**config.mk**
```make
export PLATFORM = sky130hd
export DESIGN_NAME = multi_box_aabb_collision
export DESIGN_NICKNAME = d
export VERILOG_FILES = /design/src/rtl/mbac_pkg.sv /design/src/rtl/mbac_dpath.sv /design/src/rtl/mbac_ctrl.sv /design/src/rtl/multi_box_aabb_collision.sv
export SDC_FILE = /design/constraint.sdc
export NUM_CORES = 1
export LEC_CHECK = 0
export ABC_CLOCK_PERIOD_IN_PS = 12910
export BUFFER_PORTS_ARGS = -buffer_cell sky130_fd_sc_hd__buf_2
export CAP_MARGIN = 20
export CORE_MARGIN = 10
export CORE_UTILIZATION = 30
export DETAILED_ROUTE_END_ITERATION = 8
export PLACE_DENSITY = 0.43
export RECOVER_POWER = 100
export SLEW_MARGIN = 20
export SYNTH_ARGS = -nofsm -noshare
export SYNTH_HDL_FRONTEND = slang
export SYNTH_SLANG_ARGS = --single-unit
```
**constraint.sdc**
```tcl
create_clock -name i_clk -period 12.91 [get_ports i_clk]
set_input_delay 1.291 -clock i_clk [delete_from_list [all_inputs] [get_ports i_clk]]
set_output_delay 1.291 -clock i_clk [all_outputs]
set_load 0.01 [all_outputs]
```
**src/rtl/mbac_pkg.sv**
```systemverilog
`default_nettype none

package mbac_pkg;

    // item kinds carried in the slave tuser
    localparam logic [1:0] OP_WR_PLAYER   = 2'd0;
    localparam logic [1:0] OP_WR_OBSTACLE = 2'd1;
    localparam logic [1:0] OP_CHECK       = 2'd2;

    // configuration register indexes
    localparam logic [1:0] CFG_PLAYER_WIDTH  = 2'd0;
    localparam logic [1:0] CFG_PLAYER_HEIGHT = 2'd1;
    localparam logic [1:0] CFG_RUN_COUNT     = 2'd2;
    localparam logic [1:0] CFG_DUCK_SLOT     = 2'd3;

    // configuration reset values
    localparam logic [7:0] RST_PLAYER_WIDTH  = 8'd44;
    localparam logic [7:0] RST_PLAYER_HEIGHT = 8'd47;
    localparam logic [2:0] RST_RUN_COUNT     = 3'd6;
    localparam logic [2:0] RST_DUCK_SLOT     = 3'd7;

    // stream widths
    localparam int IN_TDATA_W  = 72;
    localparam int IN_TUSER_W  = 2;
    localparam int OUT_TDATA_W = 8;
    localparam int CFG_IDX_W   = 2;
    localparam int CFG_DATA_W  = 8;

    // coordinate arithmetic width, holds every sum exactly
    localparam int CW = 16;

    typedef logic signed [CW-1:0] t_crd;

    // one stored relative box
    typedef struct packed {
        logic signed [10:0] x;
        logic signed [10:0] y;
        logic [9:0]         w;
        logic [9:0]         h;
    } t_box;

    // controller to datapath
    typedef struct packed {
        logic capture;
        logic start;
        logic issue;
    } t_cmd;

    // datapath to controller
    typedef struct packed {
        logic in_check;
        logic outer_hit;
        logic empty;
        logic last;
        logic hit;
    } t_sts;

    // strict overlap of two boxes
    function automatic logic overlap(input t_crd ax, input t_crd ay,
                                     input t_crd aw, input t_crd ah,
                                     input t_crd bx, input t_crd by,
                                     input t_crd bw, input t_crd bh);
        overlap = (ax < bx + bw) && (ax + aw > bx) &&
                  (ay < by + bh) && (ay + ah > by);
    endfunction

endpackage

`default_nettype wire

```
**src/rtl/mbac_dpath.sv**
```systemverilog
`default_nettype none

module mbac_dpath
    import mbac_pkg::*;
#(
    parameter int PLAYER_BOX_SLOTS   = 8,
    parameter int OBSTACLE_BOX_SLOTS = 8
) (
    input  wire logic                  i_clk,
    input  wire logic                  i_rst_n,
    input  wire t_cmd                  i_cmd,
    output t_sts                       o_sts,
    input  wire logic [1:0]            i_operation,
    input  wire logic [3:0]            i_box_index,
    input  wire logic signed [10:0]    i_box_x,
    input  wire logic signed [10:0]    i_box_y,
    input  wire logic [9:0]            i_box_w,
    input  wire logic [9:0]            i_box_h,
    input  wire logic signed [10:0]    i_player_x,
    input  wire logic signed [10:0]    i_player_y,
    input  wire logic                  i_player_ducking,
    input  wire logic [2:0]            i_obstacle_size,
    input  wire logic                  i_cfg_we,
    input  wire logic [CFG_IDX_W-1:0]  i_cfg_index,
    input  wire logic [CFG_DATA_W-1:0] i_cfg_data
);

    localparam int PIW = (PLAYER_BOX_SLOTS > 1) ? $clog2(PLAYER_BOX_SLOTS) : 1;
    localparam int OIW = (OBSTACLE_BOX_SLOTS > 1) ? $clog2(OBSTACLE_BOX_SLOTS) : 1;
    localparam int PCW = $clog2(PLAYER_BOX_SLOTS + 1);
    localparam int OCW = $clog2(OBSTACLE_BOX_SLOTS + 1);

    // configuration registers
    logic [7:0] r_pw;
    logic [7:0] r_ph;
    logic [2:0] r_rbc;
    logic [2:0] r_dslot;

    // box tables
    t_box r_pmem [PLAYER_BOX_SLOTS];
    t_box r_omem [OBSTACLE_BOX_SLOTS];

    // captured check operands
    t_crd         r_px, r_py, r_ox, r_oy, r_ow, r_oh;
    logic [PIW-1:0] r_pfirst;
    logic [PCW-1:0] r_pcount;
    logic [OCW-1:0] r_ocount;

    // pair walk
    logic [PIW-1:0] r_pi;
    logic [PCW-1:0] r_pleft;
    logic [OIW-1:0] r_oi;
    t_box           r_prd;
    t_box           r_ord;
    logic           r_tvld;

    logic [12:0]    c_prod;
    logic [4:0]     c_dslot5;
    logic           c_dvalid;
    logic [PCW-1:0] c_pcount;
    logic [PIW-1:0] c_pfirst;
    logic [OCW-1:0] c_ocount;
    logic [OCW-1:0] c_odec;
    logic [OIW-1:0] c_olast;
    logic           c_owrap;
    t_crd           c_pw, c_ph;
    t_crd           c_ax, c_ay, c_aw, c_ah, c_bx, c_by, c_bw, c_bh;

    // configuration writes
    always_ff @(posedge i_clk) begin
        if (!i_rst_n) begin
            r_pw    <= RST_PLAYER_WIDTH;
            r_ph    <= RST_PLAYER_HEIGHT;
            r_rbc   <= RST_RUN_COUNT;
            r_dslot <= RST_DUCK_SLOT;
        end else if (i_cfg_we) begin
            unique case (i_cfg_index)
                CFG_PLAYER_WIDTH:  r_pw    <= i_cfg_data;
                CFG_PLAYER_HEIGHT: r_ph    <= i_cfg_data;
                CFG_RUN_COUNT:     r_rbc   <= i_cfg_data[2:0];
                CFG_DUCK_SLOT:     r_dslot <= i_cfg_data[2:0];
                default: ;
            endcase
        end
    end

    // table writes on a write transfer, slots past the depth dropped
    always_ff @(posedge i_clk) begin
        if (i_cmd.capture && i_operation == OP_WR_PLAYER &&
            {1'b0, i_box_index} < 5'(PLAYER_BOX_SLOTS)) begin
            r_pmem[i_box_index[PIW-1:0]] <= '{x: i_box_x, y: i_box_y,
                                              w: i_box_w, h: i_box_h};
        end
        if (i_cmd.capture && i_operation == OP_WR_OBSTACLE &&
            {1'b0, i_box_index} < 5'(OBSTACLE_BOX_SLOTS)) begin
            r_omem[i_box_index[OIW-1:0]] <= '{x: i_box_x, y: i_box_y,
                                              w: i_box_w, h: i_box_h};
        end
    end

    // player box range and obstacle count
    always_comb begin
        c_prod   = i_box_w * i_obstacle_size;
        c_dslot5 = {2'b00, r_dslot};
        c_dvalid = c_dslot5 < 5'(PLAYER_BOX_SLOTS);
        if (i_player_ducking) begin
            c_pfirst = c_dslot5[PIW-1:0];
            c_pcount = c_dvalid ? PCW'(1) : '0;
        end else begin
            c_pfirst = '0;
            c_pcount = ({2'b00, r_rbc} > 5'(PLAYER_BOX_SLOTS)) ?
                       PCW'(PLAYER_BOX_SLOTS) : PCW'(r_rbc);
        end
        c_ocount = ({1'b0, i_box_index} > 5'(OBSTACLE_BOX_SLOTS)) ?
                   OCW'(OBSTACLE_BOX_SLOTS) : OCW'(i_box_index);
    end

    // capture check operands, positions shifted by one pixel
    always_ff @(posedge i_clk) begin
        if (i_cmd.capture) begin
            r_px     <= {{(CW-11){i_player_x[10]}}, i_player_x} + t_crd'(1);
            r_py     <= {{(CW-11){i_player_y[10]}}, i_player_y} + t_crd'(1);
            r_ox     <= {{(CW-11){i_box_x[10]}}, i_box_x} + t_crd'(1);
            r_oy     <= {{(CW-11){i_box_y[10]}}, i_box_y} + t_crd'(1);
            r_ow     <= $signed({{(CW-13){1'b0}}, c_prod}) - t_crd'(2);
            r_oh     <= $signed({{(CW-10){1'b0}}, i_box_h}) - t_crd'(2);
            r_pfirst <= c_pfirst;
            r_pcount <= c_pcount;
            r_ocount <= c_ocount;
        end
    end

    // outer box test
    assign c_pw = $signed({{(CW-8){1'b0}}, r_pw}) - t_crd'(2);
    assign c_ph = $signed({{(CW-8){1'b0}}, r_ph}) - t_crd'(2);

    // pair walk position
    assign c_odec  = r_ocount - OCW'(1);
    assign c_olast = c_odec[OIW-1:0];
    assign c_owrap = (r_oi == c_olast);

    // walk counters and registered table reads
    always_ff @(posedge i_clk) begin
        if (!i_rst_n) begin
            r_tvld <= 1'b0;
        end else begin
            r_tvld <= i_cmd.issue;
        end
        if (i_cmd.start) begin
            r_pi    <= r_pfirst;
            r_pleft <= r_pcount;
            r_oi    <= '0;
        end else if (i_cmd.issue) begin
            if (c_owrap) begin
                r_oi    <= '0;
                r_pi    <= r_pi + PIW'(1);
                r_pleft <= r_pleft - PCW'(1);
            end else begin
                r_oi <= r_oi + OIW'(1);
            end
        end
        if (i_cmd.issue) begin
            r_prd <= r_pmem[r_pi];
            r_ord <= r_omem[r_oi];
        end
    end

    // absolute boxes of the pair under test
    always_comb begin
        c_ax = {{(CW-11){r_prd.x[10]}}, r_prd.x} + r_px;
        c_ay = {{(CW-11){r_prd.y[10]}}, r_prd.y} + r_py;
        c_aw = $signed({{(CW-10){1'b0}}, r_prd.w});
        c_ah = $signed({{(CW-10){1'b0}}, r_prd.h});
        c_bx = {{(CW-11){r_ord.x[10]}}, r_ord.x} + r_ox;
        c_by = {{(CW-11){r_ord.y[10]}}, r_ord.y} + r_oy;
        c_bw = $signed({{(CW-10){1'b0}}, r_ord.w});
        c_bh = $signed({{(CW-10){1'b0}}, r_ord.h});
    end

    // status
    always_comb begin
        o_sts.in_check  = (i_operation == OP_CHECK);
        o_sts.outer_hit = overlap(r_px, r_py, c_pw, c_ph, r_ox, r_oy, r_ow, r_oh);
        o_sts.empty     = (r_pcount == '0) || (r_ocount == '0);
        o_sts.last      = (r_pleft == PCW'(1)) && c_owrap;
        o_sts.hit       = r_tvld &&
                          overlap(c_ax, c_ay, c_aw, c_ah, c_bx, c_by, c_bw, c_bh);
    end

endmodule

`default_nettype wire

```
**src/rtl/mbac_ctrl.sv**
```systemverilog
`default_nettype none

module mbac_ctrl
    import mbac_pkg::*;
(
    input  wire logic i_clk,
    input  wire logic i_rst_n,
    input  wire logic i_s_tvalid,
    output logic      o_s_tready,
    output logic      o_m_tvalid,
    input  wire logic i_m_tready,
    output logic      o_collision,
    output t_cmd      o_cmd,
    input  wire t_sts i_sts
);

    localparam logic [2:0] S_IDLE   = 3'd0;
    localparam logic [2:0] S_OUTER  = 3'd1;
    localparam logic [2:0] S_PAIR   = 3'd2;
    localparam logic [2:0] S_DRAIN  = 3'd3;
    localparam logic [2:0] S_FINISH = 3'd4;

    logic [2:0] r_state, n_state;
    logic       r_res, n_res;
    logic       r_ovld, n_ovld;
    logic       r_ocol, n_ocol;
    logic       c_in_xfer;
    logic       c_out_free;

    assign o_s_tready  = (r_state == S_IDLE);
    assign c_in_xfer   = i_s_tvalid && o_s_tready;
    assign c_out_free  = !r_ovld || i_m_tready;
    assign o_m_tvalid  = r_ovld;
    assign o_collision = r_ocol;

    // datapath commands
    always_comb begin
        o_cmd.capture = c_in_xfer;
        o_cmd.start   = (r_state == S_OUTER);
        o_cmd.issue   = (r_state == S_PAIR);
    end

    // next state
    always_comb begin
        n_state = r_state;
        n_res   = r_res;
        n_ovld  = r_ovld;
        n_ocol  = r_ocol;
        if (r_ovld && i_m_tready) begin
            n_ovld = 1'b0;
        end
        unique case (r_state)
            S_IDLE: begin
                if (c_in_xfer) begin
                    n_res   = 1'b0;
                    n_state = i_sts.in_check ? S_OUTER : S_FINISH;
                end
            end
            S_OUTER: begin
                n_res   = 1'b0;
                n_state = (i_sts.outer_hit && !i_sts.empty) ? S_PAIR : S_FINISH;
            end
            S_PAIR: begin
                if (i_sts.hit) begin
                    n_res   = 1'b1;
                    n_state = S_FINISH;
                end else if (i_sts.last) begin
                    n_state = S_DRAIN;
                end
            end
            S_DRAIN: begin
                n_res   = i_sts.hit;
                n_state = S_FINISH;
            end
            S_FINISH: begin
                if (c_out_free) begin
                    n_ovld  = 1'b1;
                    n_ocol  = r_res;
                    n_state = S_IDLE;
                end
            end
            default: n_state = S_IDLE;
        endcase
    end

    // state and output register
    always_ff @(posedge i_clk) begin
        if (!i_rst_n) begin
            r_state <= S_IDLE;
            r_ovld  <= 1'b0;
        end else begin
            r_state <= n_state;
            r_ovld  <= n_ovld;
        end
        r_res  <= n_res;
        r_ocol <= n_ocol;
    end

endmodule

`default_nettype wire

```
**src/rtl/multi_box_aabb_collision.sv**
```systemverilog
// Two-level box collision test for a player sprite against one obstacle.
// Slave stream: tuser carries the item kind (write player box, write
// obstacle box, check); tdata carries the item fields. One item is taken
// at a time: tready is high only while the block is idle.
// Master stream: one transfer per item, tdata bit 0 is the collision flag
// (always 0 for writes and for the unused kind).
// Config channel: index and data, always ready; the user must write it
// only while idle; the block does not enforce this.
// A write goes from input transfer straight to the finish state; a check
// whose outer boxes miss passes the outer test state only; otherwise the
// outer test is followed by a walk of at most P*O pairs, where P is the
// player box count and O the obstacle box count, one box pair per cycle
// through the registered table reads, stopping early on the first hit.
// The input reopens as the result is loaded into the output register.
// A finished result sits in the output register; the next input item is
// accepted while it waits. If the receiver stalls with a result still
// pending, the next finished item holds until the register frees.
// Reset clears the controller and output valid and loads the configuration
// defaults; box table entries hold nothing defined until written.

`default_nettype none

module multi_box_aabb_collision
    import mbac_pkg::*;
#(
    parameter int PLAYER_BOX_SLOTS   = 8,
    parameter int OBSTACLE_BOX_SLOTS = 8
) (
    input  wire logic                   i_clk,
    input  wire logic                   i_rst_n,
    input  wire logic                   i_s_tvalid,
    output logic                        o_s_tready,
    // box_index, box_x, box_y, box_w, box_h, player_x, player_y,
    // player_ducking, obstacle_size
    input  wire logic [IN_TDATA_W-1:0]  i_s_tdata,
    // operation
    input  wire logic [IN_TUSER_W-1:0]  i_s_tuser,
    output logic                        o_m_tvalid,
    input  wire logic                   i_m_tready,
    // collision, zero fill
    output logic [OUT_TDATA_W-1:0]      o_m_tdata,
    input  wire logic                   i_cfg_valid,
    output logic                        o_cfg_ready,
    input  wire logic [CFG_IDX_W-1:0]   i_cfg_index,
    input  wire logic [CFG_DATA_W-1:0]  i_cfg_data
);

    t_cmd c_cmd;
    t_sts c_sts;
    logic c_collision;

    assign o_cfg_ready = 1'b1;
    assign o_m_tdata   = {{(OUT_TDATA_W-1){1'b0}}, c_collision};

    // sequencing and output register
    mbac_ctrl u_ctrl (
        .i_clk       (i_clk),
        .i_rst_n     (i_rst_n),
        .i_s_tvalid  (i_s_tvalid),
        .o_s_tready  (o_s_tready),
        .o_m_tvalid  (o_m_tvalid),
        .i_m_tready  (i_m_tready),
        .o_collision (c_collision),
        .o_cmd       (c_cmd),
        .i_sts       (c_sts)
    );

    // tables, operands and compare logic
    mbac_dpath #(
        .PLAYER_BOX_SLOTS   (PLAYER_BOX_SLOTS),
        .OBSTACLE_BOX_SLOTS (OBSTACLE_BOX_SLOTS)
    ) u_dpath (
        .i_clk            (i_clk),
        .i_rst_n          (i_rst_n),
        .i_cmd            (c_cmd),
        .o_sts            (c_sts),
        .i_operation      (i_s_tuser[1:0]),
        .i_box_index      (i_s_tdata[3:0]),
        .i_box_x          (i_s_tdata[14:4]),
        .i_box_y          (i_s_tdata[25:15]),
        .i_box_w          (i_s_tdata[35:26]),
        .i_box_h          (i_s_tdata[45:36]),
        .i_player_x       (i_s_tdata[56:46]),
        .i_player_y       (i_s_tdata[67:57]),
        .i_player_ducking (i_s_tdata[68]),
        .i_obstacle_size  (i_s_tdata[71:69]),
        .i_cfg_we         (i_cfg_valid),
        .i_cfg_index      (i_cfg_index),
        .i_cfg_data       (i_cfg_data)
    );

endmodule

`default_nettype wire

```
# After elaboration in Yosys (flattened, before gate mapping)
# Memories as Yosys holds them, arrays and structs flattened. A register that Yosys moved wholly into a read port is not among the register bits.
# Cells that the tools add are included.
# Widths: inputs -> output; s select.
# word_totals
regBits	146
mem_bits_rw	672
input_bits	89
output_inout_bits	11
word_cells	133
n_memories	2
# memory_table
memory	words	word_bits	rd	rd_ports_with_merged_regs	wr	line	rtl
u_dpath.r_omem	8	42	1	1	1	mbac_dpath.sv:41	t_box r_omem [OBSTACLE_BOX_SLOTS];
u_dpath.r_pmem	8	42	1	1	1	mbac_dpath.sv:40	t_box r_pmem [PLAYER_BOX_SLOTS];
# classes
add_sub_neg	24
n_mul	1
order_cmp	10
n_eq_ne	15
muxes	24
n_reduce_logical	35
# op_table
cell	count
$add 16x16->16	8
$add 16x11->16	4
$gt 16x16->1	4
$lt 16x16->1	4
$add 11x2->12 const B	4
$mux 3	10
$sub 8x2->9 const B	2
$logic_and 1x1->1	15
$pmux 3 s5	1
$sub 13x2->14 const B	1
$mul 10x3->13	1
$mux 4	3
$reduce_and 2->1	6
$sub 10x2->11 const B	1
$mux 1	9
$logic_not 4->1	2
$add 3x1->3 const B	2
$eq 2x2->1 const B	3
$eq 3x2->1 const B	2
$reduce_and 3->1	2
$eq 2x1->1 const B	2
$eq 4x1->1 const B	1
$gt 4x4->1 const B	1
$logic_not 2->1	2
15 further kinds	19

# Longest topological paths before layout
# depth
ltp_word	9
ltp_mapped	23

# Cells and area by module
# A second synthesis with hierarchy kept.
# unflattened
hier_cells	2803
area_unflattened_um2	42956.2
# by_module_without_submodules
mod	instances	cells_per_inst	area_per_inst_um2	seq_area_each_um2
mbac_dpath	1	2757	42552.1	25924.9
mbac_ctrl	1	35	329.1	140.1
multi_box_aabb_collision	1	11	75.1	0.0

# Worst setup path before layout
# No wires, ideal clock.
# synth_timing
path_type	input to register
startpoint	in i_s_tuser[1]
endpoint	mem u_dpath.r_pmem[0][0] in the netlist's numbering (enable)
setup_time_ns	0.550
arrival_ns	5.994
path_slack_ns	6.365
stages	3
path_cell_list	or3_1 -> or2_2 -> nor4_1
# synth_via
elab_chain_len	5
# synth_lines
item	line	rtl
start: declaration	multi_box_aabb_collision.sv:37	input wire logic [IN_TUSER_W-1:0] i_s_tuser,
$logic_not 2->1	mbac_dpath.sv:89	if (i_cmd.capture && i_operation == OP_WR_PLAYER &&
$logic_and 1x1->1 (2 in a row)	mbac_dpath.sv:89	
$mux 1	mbac_dpath.sv:89	
$mux 1 (implied by the code)	mbac_dpath.sv:91	r_pmem[i_box_index[PIW-1:0]] <= '{x: i_box_x, y: i_box_y,
end: declaration	mbac_dpath.sv:40	
# Every way passes these cells.

==> out/qor.csv <==
metric,value,unit
p_int,5.13,mW
setup_violations,0,
root_buffer,clkbuf_16,
wl_per_cell,24.4,um
max_stage_delay,2.50,ns
grtUsageTotal,15.1,%
die_w,398,um
cap_violations,27,
remaining_drc_errors,0,
outcome,"complete, but fails checks",
power_frac_comb,14.3,%
post_cts_buffers,0,
drv_slew,1004,
async_flop_share,0,%
power.total,6.92,mW
grt_pass1_vias,25700,
hold_path_class,reg -> reg,
grt_max_degree,87,
cts_resized,0,
period_share,60.0,%
p_leak,17.0,nW
syn_inst,2810,
die_area,0.159,mm2
die_y,398,um
hold_viol,0,
cp_max_fo,36,
ys.flop_type,edfxtp_1,
path_clk_slew,0.06,ns
ctsHoldBuffers,0,
clock-sinks,878,
vias,24500,
yosys_warnings,0,
initial_core_util,30.3,%
antenna_found_initial,21,
p_clk_share,39.2,%
cts_tree,done,
fin_crit,7.75,ns
viasPerCell,4.96,
ir_worst_vdd,96.9,uV
layout-drive-gt1-share,14.0,%
fin_nets,3379,
clk_latency,0.73,ns
crit_arrival,8.16,ns
critPathKind,reg -> reg,
rsz0062_at_grt,no,
routed_wirelength,120000,um
ys_seq_elements,878,
io_buffers,91,
powerDensity,142,mW/mm2
grt_pass1_wl,175000,um
seq_area_frac_synth,60.7,%
drt_iter0_markers,1722,
numCtsBuffers,98,
worstMarginPinSlew,4.28,ns
setup_tns,0,ns
crit_required,13.33,ns
synth_edf_count,848,
synth.cell_area,0.0429,mm2
drtAntennaViolNets,0,
fin_skew,0.0325,ns
crit_path_start_kind,register,
power_frac_seq,46.5,%
first_pass_iters,5,
io_pins,100,
switching_share,25.9,%
rows,138,
area_growth,13.5,%
crit_top_cell,clkbuf_1,
core_area,0.142,mm2
violations,"capacitance limit, slew limit",
cp_slowest_cell,clkbuf_1,
cp-end-kind,register,
path_cells,"clkbuf_1, clkbuf_1, mux4_2, mux2_1",
htree_levels,3,
cts_buffer_depth,3,
place_congestion,0.864,
max_freq,0.129,GHz
avgSynthCellArea,15.3,um2
relSlewSlack,-185,%
grt_overflow,0,
yosys.cell_types.count,79,
p_switching,1.79,mW
dp_hpwl,79900,um
power by group through the flow:
| stage | clock network [mW] | registers [mW] | logic [mW] |
|---|---|---|---|
| 3_5_place_dp | 0 | 3.28 | 0.991 |
| 3_3_place_gp | 0 | 3.28 | 0.972 |
| 5_1_grt | 2.91 | 3.22 | 1.13 |
| 6_report | 2.71 | 3.22 | 0.986 |
| 4_1_cts | 2.80 | 3.22 | 1.00 |
| 2_1_floorplan | 0 | 3.25 | 0.709 |
area by class of cell:
cell class | instances | area, um2
well taps | 1890 | 2360
fillers | 13500 | 93000
clock buffers | 117 | 2580
repair buffers | 123 | 534
flip-flops and latches | 878 | 26100
diodes | 5 | 12.5
clock inverters | 61 | 541
multi-input cells | 1697 | 16000
inverters | 170 | 639
metrics by stage:
step	util (%)	setup slack (ns)	area, um2	hold WS, ns	cells
5_1_grt	34.4	4.05	48700	0.485	4938
3_5_place_dp	32.3	7.31	45800	0.458	4758
4_1_cts	34.5	7.27	48900	0.477	4936
2_1_floorplan	-	6.37	42900	0.400	2816
6_report	34.4	5.16	48700	0.474	4941
3_3_place_gp	32.3	7.37	45800	0.448	4758
synthesized netlist by cell type, drive strengths merged (17+ instances only):
cell type,n,area share (%)
a21boi,17,0.30
nand4,20,0.29
nor2b,39,0.57
o21a,18,0.31
buf,26,0.33
dfxtp,30,1.4
inv,170,1.5
and3,21,0.31
clkbuf,45,0.39
edfxtp,848,59
nand3,58,0.68
o21bai,19,0.33
nand2,134,1.2
xnor2,112,2.3
mux4,168,8.8
nand2b,28,0.41
fa,21,0.98
ha,301,8.8
a21oi,118,1.4
xor2,66,1.3
o21ai,78,0.92
nor3,48,0.58
nor2,105,0.92
a21o,60,1.1
mux2,88,2.3
per-layer routing:
| metal | global-route usage, % | share of wire [%] | vias to the layer above |
|---|---|---|---|
| met5 | 0 | 0.040 | - |
| met4 | 4.97 | 2.8 | 8 |
| met3 | 2.89 | 5.7 | 174 |
| met2 | 23.2 | 44 | 564 |
| met1 | 21.2 | 47 | 12600 |
| li1 | - | - | 11200 |
cell families after synthesis:
group	after synthesis	share of synthesized area, %
other cells	2	0.0175
compound gates	401	6.16
fa+ha+maj	322	9.76
mux	271	11.5
xor+xnor	178	3.63
flops	878	60.7
simple gates	517	6.00
buf+inv	241	2.21
worst max-delay path, delay by kind of cell (launching register included):
kind | cells | cell delay [ns]
DFF | 1 | 1.70
muxes | 2 | 1.18
buffers and inverters | 2 | 4.40
sequential cells by signal, summed over array words and instances, names as in the netlist, 4 cells and up:
signal / count
u_dpath.r_px: 12
u_dpath.r_prd: 22
u_dpath.r_ox: 12
u_dpath.r_ow: 14
u_dpath.r_pleft: 4
u_dpath.r_oh: 11
u_dpath.c_aw: 10
u_dpath.r_pmem: 336
u_dpath.r_ord: 22
u_dpath.c_bh: 10
u_dpath.c_bw: 10
u_dpath.r_ph: 8
u_dpath.c_ah: 10
u_dpath.r_omem: 336
u_dpath.r_ocount: 4
u_dpath.r_oy: 12
u_dpath.r_pw: 8
u_dpath.r_py: 12
final timing paths:
check	to	from	depth (start not counted)	slack, ns
worst min-delay path	u_ctrl.o_collision	u_ctrl.r_res	0	0.47
worst max-delay path	u_dpath.c_bh[8]	u_dpath.r_oi[0]	4	5.16
worst min register to register	u_ctrl.o_collision	u_ctrl.r_res	0	0.47
worst max register to register	u_dpath.c_bh[8]	u_dpath.r_oi[0]	4	5.16
cells in the final DEF (no fill, tap or decap), drive strengths merged, types with 20 or more instances in the layout:
master,instances
a21o,60
a21oi,118
and3,21
buf,40
clkbuf,200
clkinv,46
dfxtp,30
edfxtp,848
fa,21
ha,301
inv,175
mux2,88
mux4,168
nand2,134
nand2b,28
nand3,58
nand4,20
nor2,105
nor2b,39
nor3,48
o21ai,78
xnor2,112
xor2,66
Power figures use the tool's default switching activity.
